`src/sv/mwphc_pkg.sv`:
```
// Shared types, constants and state encodings of the median window pH calibration block.
package mwphc_pkg;

  // Window length of the sliding median.
  localparam int WINDOW = 16;
  localparam int SLOT_W = (WINDOW > 1) ? $clog2(WINDOW) : 1;
  localparam int MID_HI = WINDOW / 2;
  localparam int MID_LO = ((WINDOW % 2) == 0) ? (WINDOW / 2 - 1) : (WINDOW / 2);

  // Field widths.
  localparam int RAW_W  = 24;
  localparam int TEMP_W = 15;
  localparam int MED_W  = 26;
  localparam int PH_W   = 16;
  localparam int CAL_W  = 23;
  localparam int GAIN_W = 16;
  localparam int ST_W   = 2;

  // Calibration products and wide arithmetic of the pH unit.
  localparam int PT_W   = CAL_W + GAIN_W;
  localparam int NUM_W  = 104;
  localparam int QW     = 42;
  localparam int TERM_W = 41;

  localparam logic [CAL_W-1:0]  ACID_RST    = CAL_W'(1025130);
  localparam logic [CAL_W-1:0]  NEUTRAL_RST = CAL_W'(755250);
  localparam logic [CAL_W-1:0]  BASE_RST    = CAL_W'(502500);
  localparam logic [GAIN_W-1:0] GAIN_RST    = GAIN_W'(8192);

  typedef enum logic [1:0] {
    REG_ACID    = 2'd0,
    REG_NEUTRAL = 2'd1,
    REG_BASE    = 2'd2,
    REG_GAIN    = 2'd3
  } cfg_reg_e;

  typedef enum logic [ST_W-1:0] {
    ST_OK    = 2'd0,
    ST_DEGEN = 2'd1,
    ST_SAT   = 2'd2
  } status_e;

  typedef enum logic [2:0] {
    T_IDLE,
    T_SCALE,
    T_INSERT,
    T_MEDIAN,
    T_PH,
    T_OUT
  } top_state_e;

  typedef enum logic [3:0] {
    P_IDLE,
    P_CAL,
    P_DIFF,
    P_PROD,
    P_MUL_NUM,
    P_MUL_DEN,
    P_CHK,
    P_DIV,
    P_ROUND,
    P_FIN
  } ph_state_e;

  // One element of the sorted chain: its value and the ring slot it came from.
  typedef struct packed {
    logic signed [MED_W-1:0] val;
    logic [SLOT_W-1:0]       slot;
  } entry_t;

endpackage

```
`src/sv/mwphc_cell.sv`:
```
// One cell of the sorted chain: holds one entry and does its part of a delete-and-insert.
module mwphc_cell import mwphc_pkg::*; (
  input  logic              clk_i,
  input  logic              rst_ni,
  input  logic              en_i,
  input  logic [SLOT_W-1:0] init_slot_i,
  input  entry_t            ins_i,
  input  entry_t            right_i,
  input  logic              right_ok_i,
  input  logic              m_i,
  input  logic              g_i,
  input  entry_t            a_i,
  output entry_t            cur_o,
  output logic              m_o,
  output logic              g_o,
  output entry_t            a_o
);

  entry_t cur_q;
  entry_t cur_d;
  logic   vacant;

  // m: the entry being replaced sits here or further left, so this cell
  // takes its right neighbor after compaction. g: the compacted entry here
  // is larger than the new one.
  always_comb begin
    m_o    = m_i | (cur_q.slot == ins_i.slot);
    vacant = m_o & ~right_ok_i;
    a_o    = (m_o && right_ok_i) ? right_i : cur_q;
    g_o    = vacant | (a_o.val > ins_i.val);
    if (g_o) begin
      cur_d = g_i ? a_i : ins_i;
    end else begin
      cur_d = a_o;
    end
  end

  always_ff @(posedge clk_i or negedge rst_ni) begin
    if (!rst_ni) begin
      cur_q.val  <= '0;
      cur_q.slot <= init_slot_i;
    end else if (en_i) begin
      cur_q <= cur_d;
    end
  end

  assign cur_o = cur_q;

endmodule

```
`src/sv/mwphc_chain.sv`:
```
// Row of sorted cells with the ring write slot; yields the two middle entries.
module mwphc_chain import mwphc_pkg::*; (
  input  logic                    clk_i,
  input  logic                    rst_ni,
  input  logic                    ins_en_i,
  input  logic signed [MED_W-1:0] ins_val_i,
  output logic signed [MED_W-1:0] mid_lo_o,
  output logic signed [MED_W-1:0] mid_hi_o
);

  logic [SLOT_W-1:0] wslot_q;
  entry_t            ins;
  entry_t            cur [WINDOW];
  entry_t            a   [WINDOW];
  logic              m   [WINDOW];
  logic              g   [WINDOW];

  assign ins.val  = ins_val_i;
  assign ins.slot = wslot_q;

  always_ff @(posedge clk_i or negedge rst_ni) begin
    if (!rst_ni) begin
      wslot_q <= '0;
    end else if (ins_en_i) begin
      if (wslot_q == SLOT_W'(WINDOW - 1)) begin
        wslot_q <= '0;
      end else begin
        wslot_q <= wslot_q + SLOT_W'(1);
      end
    end
  end

  for (genvar i = 0; i < WINDOW; i++) begin : g_cell
    entry_t right;
    logic   right_ok;
    logic   m_left;
    logic   g_left;
    entry_t a_left;

    if (i < WINDOW - 1) begin : g_mid
      assign right    = cur[i+1];
      assign right_ok = 1'b1;
    end else begin : g_last
      assign right    = cur[i];
      assign right_ok = 1'b0;
    end

    if (i > 0) begin : g_in
      assign m_left = m[i-1];
      assign g_left = g[i-1];
      assign a_left = a[i-1];
    end else begin : g_first
      assign m_left = 1'b0;
      assign g_left = 1'b0;
      assign a_left = cur[0];
    end

    mwphc_cell u_cell (
      .clk_i      (clk_i),
      .rst_ni     (rst_ni),
      .en_i       (ins_en_i),
      .init_slot_i(SLOT_W'(i)),
      .ins_i      (ins),
      .right_i    (right),
      .right_ok_i (right_ok),
      .m_i        (m_left),
      .g_i        (g_left),
      .a_i        (a_left),
      .cur_o      (cur[i]),
      .m_o        (m[i]),
      .g_o        (g[i]),
      .a_o        (a[i])
    );
  end

  assign mid_lo_o = cur[MID_LO].val;
  assign mid_hi_o = cur[MID_HI].val;

endmodule

```
`config.mk`:
```
export PLATFORM = sky130hd
export DESIGN_NAME = mwphc_chain
export DESIGN_NICKNAME = d
export VERILOG_FILES = /design/src/sv/mwphc_pkg.sv /design/src/sv/mwphc_cell.sv /design/src/sv/mwphc_chain.sv
export SDC_FILE = /design/constraint.sdc
export NUM_CORES = 2
export LEC_CHECK = 0
export ABC_AREA = 1
export CORE_MARGIN = 1
export CORE_UTILIZATION = 60
export DETAILED_ROUTE_END_ITERATION = 10
export DONT_BUFFER_PORTS = 1
export GPL_ROUTABILITY_DRIVEN = 0
export PLACE_DENSITY = 0.76
export SLEW_MARGIN = 10
export SYNTH_ARGS = -nofsm -noshare
export SYNTH_HDL_FRONTEND = slang
export SYNTH_SLANG_ARGS = --single-unit
```
`constraint.sdc`:
```
create_clock -name clk_i -period 10.8 [get_ports clk_i]
set_input_delay 1.08 -clock clk_i [delete_from_list [all_inputs] [get_ports clk_i]]
set_output_delay 1.08 -clock clk_i [all_outputs]
set_load 0.02 [all_outputs]
```
==> impl_metrics.toml <==
[worst_setup_path]
slowest_stage = "nand3_1"
crit_top_cell = "nand2_1"
cp-end-kind = "flip-flop"
crit_type = "reg -> reg"
crit_path_max_fanout = 91
cpLargestDelayFamily = "simple AND/OR/NAND/NOR gates"
crit_buf_inv = 6
cp-start-kind = "flip-flop"
worstRegToRegCells = 34
crit_path_max_incr_delay_ps = 980
arrival_ps = 10000
crit_cells = 34
cp.required_ps = 11300

[global_route]
first_global_vias = 41100
grt_pass1_wl_mm = 237
grt_usage_pct = 40.6
grt_max_degree = 581
grt-ovfl-total = 0
antenna_found_initial = 16

[synth]
synthCells = 6643
synth.net_count = 7089
async_reset_ff_share_pct = 100
synth-seq-cells = 484
synthFlopType = "dfrtp_1"
netlist_area_um2 = 43500
yosys_warnings = 0
synth_edf_count = 0
syn_area_per_cell_um2 = 6.54
synth.distinct_cells = 53
seq_area_frac_synth_pct = 28.0

[floorplan]
start_util_pct = 60.7
io_pins = 81
die_h_um = 271
coreArea_um2 = 71600
die_area_um2 = 73500
fp.dieW_um = 271
num_rows = 98

[route]
route.detailed.drc = 0
drt-total-wl_mm = 152
firstDrtPassIters = 6
vias = 45200
viasPerCell = 6.16
wl_per_cell_um = 20.7
first_iter_violations = 5654
antenna_left = 0

[timing]
layout_min_cycle_time_ps = 9490
skew_ps = 31.8
tns_ps = 0
final.period_utilization_pct = 87.9
rsz0062_at_grt = "false"
slew_violations = 532
tightest_slew_ps = 2480
relSlewSlack_pct = -65.0
hold_viol_final = 0
max_freq_mhz = 105
finalSetupViolCount = 0

[cells_and_area]
fin_cells = 7330
final_util_pct = 63.3
drive_above_1_share_pct = 4.30
finalInstanceArea_um2 = 45300
syn_to_final_growth_pct = 4.24
nets = 6746

[run]
cap_viol_max_count = 0

[cts]
cts_tree = "yes"
clk_latency_ps = 650
cts_sinks = 484
cts.clk_slew.worst_paths_ps = 60
hold_buffers = 0
ctsResizeCount = 0
clk_path_buf_depth = 3
root_buffer = "clkbuf_16"
htree_levels = 2
postCtsSetupRepairBufs = 0
cts_buffers = 58

[worst_hold_path]
min_path_type = "in -> async"

[run_status]
status = "complete, but fails checks"
violations = "slew limit"

[placed_design]
placedInstanceArea_um2 = 43300
dp_cells = 7190
post-dp-hpwl_mm = 101
portBuffers = 0
==> cell families (layout without fill, tap and decap cells) <==
group                    after synthesis  in the layout  synth area share, %
AO/OA/AOI/OAI                       1625           1625                 20.7
XOR/XNOR                              40             40                0.806
adder cells (fa/ha/maj)              417            417                 12.0
buffers and inverters               1089            793                 10.0
flip-flops                           484            484                 28.0
multiplexers                          15             15                0.389
other                                  0             33                    0
AND/OR/NAND/NOR                     2973           2973                 28.2
==> layout make-up <==
| cell class | count | area [µm²] |
|---|---|---|
| Multi-Input combinational cell | 5070 | 27100 |
| Fill cell | 6679 | 26300 |
| Sequential cell | 484 | 12200 |
| Inverter | 605 | 2280 |
| Clock buffer | 99 | 1830 |
| Tap cell | 950 | 1190 |
| Timing Repair Buffer | 81 | 608 |
| Clock inverter | 8 | 93.8 |
| Antenna cell | 33 | 82.6 |
==> layer usage <==
layer	GRT usage, %	vias to the layer above	share of wire (%)	routed length (µm)
li1	-	21700	-	-
met1	54.2	20500	41	61400
met2	58.0	2519	41	62300
met3	11.7	524	12	18200
met4	24.7	8	6.3	9510
met5	0	-	0.032	49
==> cell usage in the layout, fill, tap and decap left out, drive strengths merged, types with 81 or more instances in the layout <==
cell    Yosys  routed
nand2    1999    1999
a21oi     657     657
inv       592     595
o21ai     589     589
dfrtp     452     452
ha        417     417
nor2      387     387
nand3     358     358
nand4     152     152
o211ai    129     129
a31oi     118     118
clkbuf    357      99
buf       127      81
==> path summary, 6_finish.rpt <==
path,from,to,slack [ps]
max reg2reg,wslot_q[0],g_cell[14].u_cell.cur_o[12],1310
max in group asynchronous,rst_ni,g_cell[12].u_cell.cur_o[17],8700
min reg2reg,g_cell[13].u_cell.cur_o[16],g_cell[13].u_cell.cur_o[16],480
max,wslot_q[0],g_cell[14].u_cell.cur_o[12],1310
min in group clk_i,g_cell[13].u_cell.cur_o[16],g_cell[13].u_cell.cur_o[16],480
min,rst_ni,g_cell[9].u_cell.cur_o[17],130
==> cell usage after synthesis, drive strengths merged (15+ instances only) <==
| cell | instances | area, µm² |
|---|---|---|
| nand2 | 1999 | 7510 |
| a21oi | 657 | 3290 |
| inv | 592 | 2220 |
| o21ai | 589 | 2980 |
| dfrtp | 452 | 11300 |
| ha | 417 | 5220 |
| nor2 | 387 | 1490 |
| nand3 | 358 | 1810 |
| clkbuf | 357 | 1340 |
| nand4 | 152 | 972 |
| o211ai | 129 | 968 |
| buf | 127 | 739 |
| a31oi | 118 | 738 |
| o21a | 55 | 413 |
| dfstp | 32 | 841 |
| xnor2 | 31 | 272 |
| a22oi | 26 | 195 |
| nor3 | 23 | 115 |
| nor4 | 19 | 119 |
| and2 | 15 | 93.8 |
| mux2 | 15 | 169 |
==> stage by stage <==
step	hold WS [ps]	setup slack, ps
global placement	461	1750
global route	125	397
CTS	118	1500
finish	127	1310
detailed placement	465	1550
floorplan	449	6250
==> state kept, by name, indices dropped and copies added, names as in the netlist <==
| name | flops |
|---|---|
| wslot_q | 4 |
| g_cell.u_cell.cur_o | 480 |
Power is left out: the tool's default activity adds up to more than one toggle a clock period on the data nets, which glitch-free logic cannot reach.
